File: src/rtl/clipped_bresenham_line_stepper_unit_defines.svh
`ifndef CLIPPED_BRESENHAM_LINE_STEPPER_UNIT_DEFINES_SVH
`define CLIPPED_BRESENHAM_LINE_STEPPER_UNIT_DEFINES_SVH

// Same-cycle implication, clocked on i_clk, off while i_rst_n is low
`define CLBS_ASSERT_IMP(lbl, ante, cons, msg) \
    lbl: assert property (@(posedge i_clk) disable iff (!i_rst_n) (ante) |-> (cons)) \
        else $error(msg);

// Next-cycle implication, clocked on i_clk, off while i_rst_n is low
`define CLBS_ASSERT_NEXT(lbl, ante, cons, msg) \
    lbl: assert property (@(posedge i_clk) disable iff (!i_rst_n) (ante) |=> (cons)) \
        else $error(msg);

`endif

File: src/rtl/clbs_pkg.sv
`timescale 1ns / 1ps

package clbs_pkg;

    localparam int COORD_BITS    = 16;
    localparam int ADDR_BITS     = 32;
    localparam int STRIDE_BITS   = 16;
    localparam int COLOR_BITS    = 8;
    localparam int DELTA_BITS    = COORD_BITS + 1;
    localparam int ERR_BITS      = COORD_BITS + 2;
    localparam int CFG_IDX_BITS  = 3;
    localparam int CFG_DATA_BITS = 32;

    // command codes
    localparam logic CMD_START = 1'b0;

    // register reset values
    localparam logic [ADDR_BITS-1:0]   RST_FRAME_BASE  = '0;
    localparam logic [STRIDE_BITS-1:0] RST_ROW_STRIDE  = STRIDE_BITS'(640);
    localparam logic [COORD_BITS-1:0]  RST_CLIP_LEFT   = '0;
    localparam logic [COORD_BITS-1:0]  RST_CLIP_TOP    = '0;
    localparam logic [COORD_BITS-1:0]  RST_CLIP_RIGHT  = COORD_BITS'(639);
    localparam logic [COORD_BITS-1:0]  RST_CLIP_BOTTOM = COORD_BITS'(479);
    localparam logic [COLOR_BITS-1:0]  RST_DRAW_COLOR  = '0;

    typedef enum logic [CFG_IDX_BITS-1:0] {
        CFG_FRAME_BASE,
        CFG_ROW_STRIDE,
        CFG_CLIP_LEFT,
        CFG_CLIP_TOP,
        CFG_CLIP_RIGHT,
        CFG_CLIP_BOTTOM,
        CFG_DRAW_COLOR
    } t_cfg_index;

    typedef logic signed [COORD_BITS-1:0] t_coord;

    typedef struct packed {
        logic   command;
        t_coord start_x;
        t_coord start_y;
        t_coord end_x;
        t_coord end_y;
    } t_in_item;

    typedef struct packed {
        logic                  pixel_valid;
        t_coord                pixel_x;
        t_coord                pixel_y;
        logic [ADDR_BITS-1:0]  pixel_address;
        logic                  write_enable;
        logic [COLOR_BITS-1:0] pixel_value;
        logic                  last;
    } t_out_item;

    typedef struct packed {
        logic [ADDR_BITS-1:0]   frame_base;
        logic [STRIDE_BITS-1:0] row_stride;
        t_coord                 clip_left;
        t_coord                 clip_top;
        t_coord                 clip_right;
        t_coord                 clip_bottom;
        logic [COLOR_BITS-1:0]  draw_color;
    } t_cfg;

    // endpoints after the swap, with absolute deltas
    typedef struct packed {
        logic                  cmd;
        t_coord                x1;
        t_coord                y1;
        logic [DELTA_BITS-1:0] dx;
        logic [DELTA_BITS-1:0] dy;
        logic                  y_up;
    } t_diff;

    // full line setup handed to the stepper
    typedef struct packed {
        logic                  cmd;
        t_coord                x1;
        t_coord                y1;
        logic                  x_major;
        logic                  y_up;
        logic [DELTA_BITS-1:0] major;
        logic [DELTA_BITS-1:0] minor;
        logic [DELTA_BITS-1:0] pixels;
        logic [ADDR_BITS-1:0]  row_addr;
        logic [ADDR_BITS-1:0]  col_addr;
    } t_setup;

endpackage

File: src/rtl/clipped_bresenham_line_stepper_unit.sv
`timescale 1ns / 1ps
// Clipped Bresenham line stepper for an 8-bit framebuffer.
// Input channel (i_in_valid / o_in_stall): a start beat loads both endpoints
// and yields the first pixel; each step beat yields the next pixel. Every
// input beat gives exactly one output beat (o_out_valid / i_out_stall); a step
// with no line active gives a beat with all fields zero.
// Config channel (i_cfg_valid / o_cfg_ready): always ready, one register per
// beat; the user must write only while the block is idle; not enforced.
// Stages from input accept to output beat: endpoint swap and deltas, row
// product and column address, stepper with output register.
// Throughput: one beat per cycle when not stalled; the error/address update
// loops on the stepper's registers, so steps may follow a start back to back.
// Stall: the output register holds its beat while i_out_stall is high and the
// stall ripples back through the two setup stages to o_in_stall, so up to
// three beats wait inside.
// Reset: registers return to their defaults (stride 640, clip 0..639 by
// 0..479), no line is active and the pipeline is empty.

module clipped_bresenham_line_stepper_unit import clbs_pkg::*; (
    input  logic                     i_clk,
    input  logic                     i_rst_n,
    input  logic                     i_in_valid,
    output logic                     o_in_stall,
    input  t_in_item                 i_in_data,
    output logic                     o_out_valid,
    input  logic                     i_out_stall,
    output t_out_item                o_out_data,
    input  logic                     i_cfg_valid,
    output logic                     o_cfg_ready,
    input  logic [CFG_IDX_BITS-1:0]  i_cfg_index,
    input  logic [CFG_DATA_BITS-1:0] i_cfg_data
);

    t_cfg   r_cfg;
    logic   setup_valid;
    logic   setup_ready;
    t_setup setup;

    assign o_cfg_ready = 1'b1;

    // configuration registers
    always_ff @(posedge i_clk) begin
        if (!i_rst_n) begin
            r_cfg.frame_base  <= RST_FRAME_BASE;
            r_cfg.row_stride  <= RST_ROW_STRIDE;
            r_cfg.clip_left   <= RST_CLIP_LEFT;
            r_cfg.clip_top    <= RST_CLIP_TOP;
            r_cfg.clip_right  <= RST_CLIP_RIGHT;
            r_cfg.clip_bottom <= RST_CLIP_BOTTOM;
            r_cfg.draw_color  <= RST_DRAW_COLOR;
        end else if (i_cfg_valid && o_cfg_ready) begin
            case (i_cfg_index)
                CFG_FRAME_BASE:  r_cfg.frame_base  <= i_cfg_data[ADDR_BITS-1:0];
                CFG_ROW_STRIDE:  r_cfg.row_stride  <= i_cfg_data[STRIDE_BITS-1:0];
                CFG_CLIP_LEFT:   r_cfg.clip_left   <= i_cfg_data[COORD_BITS-1:0];
                CFG_CLIP_TOP:    r_cfg.clip_top    <= i_cfg_data[COORD_BITS-1:0];
                CFG_CLIP_RIGHT:  r_cfg.clip_right  <= i_cfg_data[COORD_BITS-1:0];
                CFG_CLIP_BOTTOM: r_cfg.clip_bottom <= i_cfg_data[COORD_BITS-1:0];
                CFG_DRAW_COLOR:  r_cfg.draw_color  <= i_cfg_data[COLOR_BITS-1:0];
                default: begin
                end
            endcase
        end
    end

    clbs_setup u_setup (
        .i_clk         (i_clk),
        .i_rst_n       (i_rst_n),
        .i_in_valid    (i_in_valid),
        .o_in_stall    (o_in_stall),
        .i_in_data     (i_in_data),
        .i_cfg         (r_cfg),
        .o_setup_valid (setup_valid),
        .i_setup_ready (setup_ready),
        .o_setup       (setup)
    );

    clbs_stepper u_stepper (
        .i_clk         (i_clk),
        .i_rst_n       (i_rst_n),
        .i_setup_valid (setup_valid),
        .o_setup_ready (setup_ready),
        .i_setup       (setup),
        .i_cfg         (r_cfg),
        .o_out_valid   (o_out_valid),
        .i_out_stall   (i_out_stall),
        .o_out_data    (o_out_data)
    );

endmodule

File: src/rtl/clbs_setup.sv
`timescale 1ns / 1ps

module clbs_setup import clbs_pkg::*; (
    input  logic     i_clk,
    input  logic     i_rst_n,
    input  logic     i_in_valid,
    output logic     o_in_stall,
    input  t_in_item i_in_data,
    input  t_cfg     i_cfg,
    output logic     o_setup_valid,
    input  logic     i_setup_ready,
    output t_setup   o_setup
);

    logic   r_s1_valid;
    logic   r_s2_valid;
    t_diff  r_s1;
    t_diff  n_s1;
    t_setup r_s2;
    t_setup n_s2;
    logic   s1_ready;
    logic   s2_ready;

    logic                                   swap;
    t_coord                                 sx1;
    t_coord                                 sy1;
    t_coord                                 sx2;
    t_coord                                 sy2;
    logic signed [DELTA_BITS-1:0]           dy_s;
    logic signed [COORD_BITS+STRIDE_BITS:0] row_prod;

    // stage 1: order endpoints so x rises, take deltas
    always_comb begin
        swap = $signed(i_in_data.start_x) > $signed(i_in_data.end_x);
        sx1  = swap ? i_in_data.end_x   : i_in_data.start_x;
        sy1  = swap ? i_in_data.end_y   : i_in_data.start_y;
        sx2  = swap ? i_in_data.start_x : i_in_data.end_x;
        sy2  = swap ? i_in_data.start_y : i_in_data.end_y;
        dy_s = $signed({sy2[COORD_BITS-1], sy2}) - $signed({sy1[COORD_BITS-1], sy1});

        n_s1.cmd  = i_in_data.command;
        n_s1.x1   = sx1;
        n_s1.y1   = sy1;
        n_s1.dx   = {sx2[COORD_BITS-1], sx2} - {sx1[COORD_BITS-1], sx1};
        n_s1.y_up = dy_s[DELTA_BITS-1];
        n_s1.dy   = dy_s[DELTA_BITS-1] ? (~dy_s + 1'b1) : dy_s;
    end

    // stage 2: pick major axis, row offset product, column address
    always_comb begin
        row_prod = $signed(r_s1.y1) * $signed({1'b0, i_cfg.row_stride});

        n_s2.cmd      = r_s1.cmd;
        n_s2.x1       = r_s1.x1;
        n_s2.y1       = r_s1.y1;
        n_s2.y_up     = r_s1.y_up;
        n_s2.x_major  = r_s1.dx > r_s1.dy;
        n_s2.major    = n_s2.x_major ? r_s1.dx : r_s1.dy;
        n_s2.minor    = n_s2.x_major ? r_s1.dy : r_s1.dx;
        n_s2.pixels   = n_s2.major + 1'b1;
        n_s2.row_addr = ADDR_BITS'(row_prod);
        n_s2.col_addr = i_cfg.frame_base + ADDR_BITS'(r_s1.x1);
    end

    // pipeline flow control
    assign s2_ready      = !r_s2_valid || i_setup_ready;
    assign s1_ready      = !r_s1_valid || s2_ready;
    assign o_in_stall    = !s1_ready;
    assign o_setup_valid = r_s2_valid;
    assign o_setup       = r_s2;

    always_ff @(posedge i_clk) begin
        if (!i_rst_n) begin
            r_s1_valid <= 1'b0;
            r_s2_valid <= 1'b0;
        end else begin
            if (s1_ready) begin
                r_s1_valid <= i_in_valid;
            end
            if (s2_ready) begin
                r_s2_valid <= r_s1_valid;
            end
        end
    end

    always_ff @(posedge i_clk) begin
        if (s1_ready && i_in_valid) begin
            r_s1 <= n_s1;
        end
        if (s2_ready && r_s1_valid) begin
            r_s2 <= n_s2;
        end
    end

endmodule

File: src/rtl/clbs_stepper.sv
`timescale 1ns / 1ps
`include "clipped_bresenham_line_stepper_unit_defines.svh"

module clbs_stepper import clbs_pkg::*; (
    input  logic      i_clk,
    input  logic      i_rst_n,
    input  logic      i_setup_valid,
    output logic      o_setup_ready,
    input  t_setup    i_setup,
    input  t_cfg      i_cfg,
    output logic      o_out_valid,
    input  logic      i_out_stall,
    output t_out_item o_out_data
);

    // line state
    logic                  r_active;
    logic                  r_xm;
    logic                  r_yup;
    t_coord                r_x;
    t_coord                r_y;
    logic [ADDR_BITS-1:0]  r_addr;
    logic [ERR_BITS-1:0]   r_err;
    logic [DELTA_BITS-1:0] r_major;
    logic [DELTA_BITS-1:0] r_minor;
    logic [DELTA_BITS-1:0] r_pl;

    logic      r_out_valid;
    t_out_item r_out;
    t_out_item n_out;

    // working copy: fresh setup on start, stored state on step
    logic                  is_start;
    logic                  fire;
    logic                  w_active;
    logic                  w_xm;
    logic                  w_yup;
    t_coord                w_x;
    t_coord                w_y;
    logic [ADDR_BITS-1:0]  w_addr;
    logic [ERR_BITS-1:0]   w_err;
    logic [DELTA_BITS-1:0] w_major;
    logic [DELTA_BITS-1:0] w_minor;
    logic [DELTA_BITS-1:0] w_pl;

    logic [ERR_BITS-1:0]          sum;
    logic                         minor_step;
    logic                         x_moves;
    logic                         y_moves;
    logic signed [DELTA_BITS-1:0] x_plus;
    logic signed [DELTA_BITS-1:0] right_ext;
    logic                         in_clip;
    logic [ADDR_BITS-1:0]         stride_ext;
    logic [ADDR_BITS-1:0]         row_step;
    t_coord                       y_step;

    logic                  n_last;
    t_coord                n_x;
    t_coord                n_y;
    logic [ADDR_BITS-1:0]  n_addr;
    logic [ERR_BITS-1:0]   n_err;
    logic [DELTA_BITS-1:0] n_pl;

    assign is_start      = i_setup.cmd == CMD_START;
    assign o_setup_ready = !r_out_valid || !i_out_stall;
    assign fire          = i_setup_valid && o_setup_ready;

    // select working state
    always_comb begin
        if (is_start) begin
            w_active = 1'b1;
            w_xm     = i_setup.x_major;
            w_yup    = i_setup.y_up;
            w_x      = i_setup.x1;
            w_y      = i_setup.y1;
            w_addr   = i_setup.row_addr + i_setup.col_addr;
            w_err    = ERR_BITS'(i_setup.major >> 1);
            w_major  = i_setup.major;
            w_minor  = i_setup.minor;
            w_pl     = i_setup.pixels;
        end else begin
            w_active = r_active;
            w_xm     = r_xm;
            w_yup    = r_yup;
            w_x      = r_x;
            w_y      = r_y;
            w_addr   = r_addr;
            w_err    = r_err;
            w_major  = r_major;
            w_minor  = r_minor;
            w_pl     = r_pl;
        end
    end

    // pixel emit and Bresenham advance
    always_comb begin
        sum        = w_err + {1'b0, w_minor};
        minor_step = sum >= {1'b0, w_major};
        x_moves    = w_xm || minor_step;
        y_moves    = !w_xm || minor_step;

        // right edge test without coordinate wrap
        x_plus    = {w_x[COORD_BITS-1], w_x} + DELTA_BITS'(1);
        right_ext = {i_cfg.clip_right[COORD_BITS-1], i_cfg.clip_right};
        n_last    = (w_pl <= DELTA_BITS'(1)) || (x_moves && (x_plus > right_ext));

        in_clip = (w_x >= i_cfg.clip_left) && (w_x <= i_cfg.clip_right) &&
                  (w_y >= i_cfg.clip_top) && (w_y <= i_cfg.clip_bottom);

        stride_ext = ADDR_BITS'(i_cfg.row_stride);
        row_step   = w_yup ? (~stride_ext + 1'b1) : stride_ext;
        y_step     = w_yup ? (w_y - 1'b1) : (w_y + 1'b1);

        n_err  = minor_step ? (sum - {1'b0, w_major}) : sum;
        n_x    = x_moves ? (w_x + 1'b1) : w_x;
        n_y    = y_moves ? y_step : w_y;
        n_addr = w_addr + (x_moves ? ADDR_BITS'(1) : '0) + (y_moves ? row_step : '0);
        n_pl   = (w_pl != '0) ? (w_pl - 1'b1) : w_pl;

        if (w_active) begin
            n_out.pixel_valid   = 1'b1;
            n_out.pixel_x       = w_x;
            n_out.pixel_y       = w_y;
            n_out.pixel_address = w_addr;
            n_out.write_enable  = in_clip;
            n_out.pixel_value   = i_cfg.draw_color;
            n_out.last          = n_last;
        end else begin
            n_out = '0;
        end
    end

    // control state
    always_ff @(posedge i_clk) begin
        if (!i_rst_n) begin
            r_active    <= 1'b0;
            r_out_valid <= 1'b0;
        end else begin
            if (fire && w_active) begin
                r_active <= !n_last;
            end
            if (o_setup_ready) begin
                r_out_valid <= i_setup_valid;
            end
        end
    end

    // line state and result beat
    always_ff @(posedge i_clk) begin
        if (fire && w_active) begin
            r_xm    <= w_xm;
            r_yup   <= w_yup;
            r_x     <= n_x;
            r_y     <= n_y;
            r_addr  <= n_addr;
            r_err   <= n_err;
            r_major <= w_major;
            r_minor <= w_minor;
            r_pl    <= n_pl;
        end
        if (fire) begin
            r_out <= n_out;
        end
    end

    assign o_out_valid = r_out_valid;
    assign o_out_data  = r_out;

    `CLBS_ASSERT_IMP(a_active_has_pixels, r_active, r_pl != '0, "active line with no pixels left")
    `CLBS_ASSERT_IMP(a_err_below_major, r_active, r_err < {1'b0, r_major}, "error term out of range")
    `CLBS_ASSERT_NEXT(a_last_ends_line, fire && w_active && n_last, !r_active, "line alive after last")
    `CLBS_ASSERT_NEXT(a_start_opens_line, fire && is_start && !n_last, r_active && r_out.pixel_valid, "start did not open a line")
    `CLBS_ASSERT_IMP(a_idle_beat_zero, r_out_valid && !r_out.pixel_valid, r_out.pixel_address == '0 && !r_out.write_enable && !r_out.last, "idle beat not cleared")

endmodule

File: config.mk
export PLATFORM = sky130hd
export DESIGN_NAME = clipped_bresenham_line_stepper_unit
export DESIGN_NICKNAME = d
export VERILOG_FILES = /design/src/rtl/clbs_pkg.sv /design/src/rtl/clipped_bresenham_line_stepper_unit.sv /design/src/rtl/clbs_setup.sv /design/src/rtl/clbs_stepper.sv
export VERILOG_INCLUDE_DIRS = /design/src /design/src/rtl
export SDC_FILE = /design/constraint.sdc
export NUM_CORES = 2
export LEC_CHECK = 0
export ABC_AREA = 1
export BUFFER_PORTS_ARGS = -buffer_cell sky130_fd_sc_hd__buf_2
export CORE_MARGIN = 3
export CORE_UTILIZATION = 50
export CTS_CLUSTER_DIAMETER = 40
export CTS_CLUSTER_SIZE = 10
export DETAILED_ROUTE_END_ITERATION = 7
export PLACE_DENSITY_LB_ADDON = 0.05
export SYNTH_ARGS = -nofsm -noshare
export SYNTH_HDL_FRONTEND = slang
export SYNTH_SLANG_ARGS = --single-unit
export TNS_END_PERCENT = 1
File: constraint.sdc
create_clock -name i_clk -period 16.8 [get_ports i_clk]
set_input_delay 4.2 -clock i_clk [delete_from_list [all_inputs] [get_ports i_clk]]
set_output_delay 4.2 -clock i_clk [all_outputs]
set_load 0.02 [all_outputs]
### Word-level counts from Yosys, hierarchy flattened

Cells that the tools add are included.

* eq/ne operators: 6
* muxes and demuxes: 26
* multiply operators: 1
* $lt $le $gt $ge: 9
* $add $sub $neg: 16
* bitwise operators: 2
* reduce and logical (&&, ||, !) cells: 30

Operators by type and width (count)
* 16-bit two-way mux: 10
* 32-bit adder: 4
* 17-bit two-way mux: 6
* 32-bit two-way mux: 3
* 75-bit two-way mux: 1
* 18-bit two-way mux: 2
* 17-bit by 1-bit adder with 17-bit output (second input constant): 2
* 16-bit by 16-bit subtractor with 17-bit output: 2
* 16-bit by 1-bit adder with 16-bit output (second input constant): 2
* 32-bit by 1-bit adder with 32-bit output (second input constant): 1
* 16-bit >= comparator: 2
* 16-bit <= comparator: 2
* 16-bit by 17-bit multiplier with 32-bit output: 1
* 16-bit inverter with 32-bit output: 1
* 18-bit by 17-bit adder with 18-bit output: 1
* 18-bit by 17-bit >= comparator with 1-bit output: 1
* 18-bit by 17-bit subtractor with 18-bit output: 1
* 16-bit by 2-bit adder with 17-bit output (second input constant): 1
* 17-bit by 16-bit greater-than comparator with 1-bit output: 1
* 17-bit greater-than comparator: 1
* 17-bit by 1-bit <= comparator with 1-bit output (second input constant): 1
* 17-bit inverter: 1
* 17-bit nonzero test: 1
* 17-bit by 1-bit subtractor with 17-bit output (second input constant): 1
* other kinds (11): 41

* input bits: 105
* output and inout port bits: 78
* logic and storage cells: 134
* register bits: 552

### Depth between registers and ports, before layout

* depth in word-level cells: 7
* depth in mapped cells: 50
* mapped depth without buffers: 43

### Hierarchy

From an unflattened synthesis, not the netlist that was laid out.

* cells, all modules: 5600
* area, all modules: 44246.2 µm²

Modules (own cells, without submodules)
* clbs_setup: cells an instance 2449, times used 1, area an instance 21046.4 µm²
* clbs_stepper: cells an instance 2469, times used 1, area an instance 18445.2 µm²
* clipped_bresenham_line_stepper_unit: cells an instance 682, times used 1, area an instance 4754.6 µm²

### Worst setup path after synthesis

Ideal clock, no wire load.

* kind: in2reg
* start point: in i_out_stall
* end point: reg u_stepper.r_addr[0] (enable)
* library setup time: 0.631 ns
* required time: 16.169 ns
* path buffers: 0
* setup slack: 2.600 ns
* arrival: 13.569 ns
* cell stages on the path: 5
* cell sequence: nand2_1 > inv_1 > nor2_1 > inv_1 > nor2_1

* cells in the longest elaborated chain, start to end: 4

Ends and longest elaborated chain
* start, declared: RTL line clipped_bresenham_line_stepper_unit.sv:26 `input logic i_out_stall,`
* 1-bit logical NOT: RTL line clbs_stepper.sv:65 `assign o_setup_ready = !r_out_valid || !i_out_stall;`
* 1-bit logical OR: RTL line clbs_stepper.sv:65
* 1-bit logical AND: RTL line clbs_stepper.sv:66 `assign fire = i_setup_valid && o_setup_ready;`
* via u_stepper.fire: RTL line clbs_stepper.sv:34 `logic fire;`
* 1-bit logical AND: RTL line clbs_stepper.sv:150 `if (fire && w_active) begin`
* end signal, assigned: RTL line clbs_stepper.sv:155 `r_addr <= n_addr;`
* end, declared: RTL line clbs_stepper.sv:22 `logic [ADDR_BITS-1:0] r_addr;`

The timed path passes the listed nets, and every way through them passes these cells.
A chain may end at the register's enable or synchronous reset.

### Worst setup path in the final report

* start point: reg u_setup.r_s2 (netlist bit u_setup.o_setup[149])
* end point: reg u_stepper.r_addr[28] (data pin)

* cells in the longest elaborated chain, start to end: 7
* elaborated cells on any way between the ends: 16

Ends and longest elaborated chain
* start, declared: RTL line clbs_setup.sv:19 `t_setup r_s2;`
* start signal, assigned: RTL line clbs_setup.sv:91 `r_s2 <= n_s2;`
* 17-bit two-way mux *: RTL line clbs_stepper.sv:70 `if (is_start) begin`
* via u_stepper.w_minor[0]: RTL line clbs_stepper.sv:43 `logic [DELTA_BITS-1:0] w_minor;`
* 18-bit by 17-bit adder with 18-bit output *: RTL line clbs_stepper.sv:97 `sum = w_err + {1'b0, w_minor};`
* 18-bit by 17-bit >= comparator with 1-bit output *: RTL line clbs_stepper.sv:98 `minor_step = sum >= {1'b0, w_major};`
* 1-bit logical OR: RTL line clbs_stepper.sv:99 `x_moves = w_xm || minor_step;`
* 1-bit two-way mux: RTL line clbs_stepper.sv:117 `n_addr = w_addr + (x_moves ? ADDR_BITS'(1) : '0) + (y_moves ? row_step : '0);`
* 32-bit adder: RTL line clbs_stepper.sv:117
* 32-bit adder *: RTL line clbs_stepper.sv:117
* via u_stepper.n_addr[28]: RTL line clbs_stepper.sv:60 `logic [ADDR_BITS-1:0] n_addr;`

The timed path passes the listed nets; every way through them passes the cells marked *.

==> impl_metrics.toml <==
[timing]
slew_headroom_pct = 16.08
setup_slack_ps = 6497
period_minus_slack_ps = 10300
clock_skew_ps = 39.70
finalHoldViolCount = 0
slew_viol_final = 0
fmax_mhz = 97.06
period_share_pct = 61.33
rsz0062_at_grt = "no"
setup_tns_ps = 0
worst_slew_pin_slew_ps = 1249
setup_violations = 0

[drt]
wire_per_inst_um = 18.39
wl_mm = 117.4
dr.first_iter.drc_count = 2427
route.vias.total = 33640
viasPerCell = 5.269
firstDrtPassIters = 5
route.detailed.drc = 0
antenna_left = 0

[synth]
syn_area_mm2 = 0.04228
async_flop_share_pct = 0
yosysMostFrequentCell = "nand2_1"
synth_fp_nets = 5710
synth_largest_area_cell = "edfxtp_1"
synth_common_cells = "1030 x nand2_1, 896 x inv_1, 428 x edfxtp_1, 381 x ha_1, 346 x nor2_1"
synth-seq-cells = 552
postSynthAreaPerCell_um2 = 8.418
ys.flop_type = "edfxtp_1"
ys_top_cells_by_area = "edfxtp_1 30%, ha_1 11%, fa_1 9.5%"
ys_seq_area_share_pct = 36.27
netlist_instances = 5023
ys_warn_count = 0
ys_types = 63
synth_edf_count = 428
synth_top_area_share_pct = 30.40

[floorplanning]
die_area_mm2 = 0.08809
die_height_um = 296.8
io_pins = 183
fp.dieW_um = 296.8
core_mm2 = 0.08369
start_util_pct = 50.53
rows = 106

[global_route]
top_usage_layer = "met2"
grt_util_met1_pct = 38.97
grt.met2_usage_pct = 41.93
grt_max_degree = 100
overflow = 0
grt_pass1_wl_mm = 182.7
grt_pass1_vias = 32020
antenna_found_initial = 3
grt_use_total_pct = 26.49
grt_util_met3_pct = 3.180

[layout]
drive_above_1_share_pct = 10.00
area_growth_pct = 12.19
final_cells = 6384
diodes = 0
register_area_mm2 = 0.01533
nets = 5860
multiInputGateArea_mm2 = 0.02286
nFillCells = 7768

[pwr]
power.leakage_nw = 22.72
ir_drop_uv = 94.71
power.density_mw_per_mm2 = 128.0

[clock_tree]
clock_latency_ps = 660
cts.sinks = 552
clk_root_buffer_cell = "clkbuf_16"
htreeDepth = 3
postCtsSetupRepairBufs = 0
hold_buffers = 0
clk_pin_slew_ps = 60
max-clock-path-buffers = 3
cts_resized = 0
cts_tree = "yes"
cts_buffers = 95

[worst_setup_path]
critPathTopFamily = "compound AO/OA/AOI/OAI gates"
cp_num_buf_inv = 6
reg2reg_depth = 43
cp_slowest_cell = "inv_2"
crit_cells = 43
critPathRequiredTime_ps = 17180
worst-path-max-fanout = 72
slowest_delay_ps = 740
worst_setup_path_start_kind = "flip-flop"
crit_type = "flip-flop to flip-flop"
arrival_ps = 10680
end_kind = "flip-flop"
cpMostUsedCell = "nand2_1"
reg2reg_slack_ps = 6500

[job]
drv_cap = 0

[place]
gp_congestion = 0.9219
dp_cells = 6210
portBuffers = 181
place_ws_ps = 6495
hpwl_mm = 90.59

[run_status]
outcome = "finished, final reports clean"

[hold_path]
hp-class = "flip-flop to flip-flop"
holdPathStages = 0
[logic make-up after synthesis]
| kind of cell | Yosys count | share of synthesized area [%] |
|---|---|---|
| AOI/OAI and AO/OA | 865 | 11.32 |
| DFF | 552 | 36.27 |
| buffers and inverters | 1074 | 9.750 |
| muxes | 9 | 0.2131 |
| other | 1 | 0.008869 |
| and+or+nand+nor | 1723 | 17.12 |
| adders and majority gates | 582 | 20.79 |
| xor gates and xnor gates | 217 | 4.530 |
[per-stage QoR]
stage               area (um2)  util (%)  hold WS [ps]  power [W]
CTS                      47440     56.69         423.8   0.006113
floorplan                42280         -         400.3   0.003510
global route             47440     56.69         441.0   0.006504
detailed placement       44220     52.84         410.9   0.004157
finish                   47440     56.69         419.9   0.006074
global placement         44220     52.84         403.8   0.004147
[area by class of cell]
cell class	count	share of cell area, %
Clock buffer	110	5.370
Sequential cell	552	32.32
Inverter	908	7.200
Multi-Input combinational cell	3397	48.19
Timing Repair Buffer	219	2.516
Clock inverter	64	1.414
Tap cell	1134	2.991
[worst register-to-register path: cells and delay by family (launching register included)]
kind | cells | cell delay, ps
buffers and inverters | 6 | 2520
AO/OA/AOI/OAI | 18 | 3660
adder cells (fa/ha/maj) | 4 | 1460
flip-flops | 1 | 390
AND/OR/NAND/NOR | 13 | 1740
XOR/XNOR | 2 | 280
[worst paths after layout]
path                        start                    to
max          u_setup.o_setup[149]  u_stepper.r_addr[28]
min             u_setup.n_s2[115]  u_setup.o_setup[115]
max reg2reg  u_setup.o_setup[149]  u_stepper.r_addr[28]
min reg2reg     u_setup.n_s2[115]  u_setup.o_setup[115]
[registers in the layout, summed over array words and instances (netlist names)]
| register | cells |
|---|---|
| u_stepper.r_yup | 1 |
| u_stepper.r_err | 18 |
| u_stepper.o_out_valid | 1 |
| u_setup.o_setup | 150 |
| u_setup.r_s1 | 34 |
| u_setup.r_s1_valid | 1 |
| u_setup.n_s2 | 34 |
| u_stepper.r_x | 16 |
| u_stepper.r_y | 16 |
| u_stepper.r_minor | 17 |
| u_stepper.r_xm | 1 |
| u_stepper.r_active | 1 |
| u_setup.o_setup_valid | 1 |
| u_stepper.r_addr | 32 |
| u_stepper.r_major | 17 |
| u_stepper.o_out_data | 75 |
| u_stepper.r_pl | 17 |
| r_cfg | 120 |
[routing by layer]
| layer | vias to the layer above | routed length (um) |
|---|---|---|
| met5 | - | 0 |
| li1 | 16640 | - |
| met4 | 0 | 2270 |
| met2 | 881 | 52830 |
| met1 | 15990 | 55480 |
| met3 | 120 | 6817 |
[placed cells by master, fill, tap and decap left out, types with 24 or more instances in the layout]
cell type  instances
nand2_1         1030
inv_1            895
edfxtp_1         428
ha_1             381
nor2_1           341
a21oi_1          320
o21ai_0          306
fa_1             201
buf_2            180
xor2_1           157
dfxtp_1          124
nand3_1          121
clkbuf_16         98
or2_2             70
o21ai_1           63
xnor2_1           58
nand4_1           54
buf_4             39
nor3_1            36
o211ai_1          26
a31oi_1           24
[power breakdown]
| part | internal [W] | total (W) | switching [W] |
|---|---|---|---|
| combinational | 0.000838 | 0.00231 | 0.00147 |
| sequential | 0.00172 | 0.00184 | 0.000120 |
| clock | 0.00121 | 0.00192 | 0.000718 |
(Power assumes the default switching activity.)
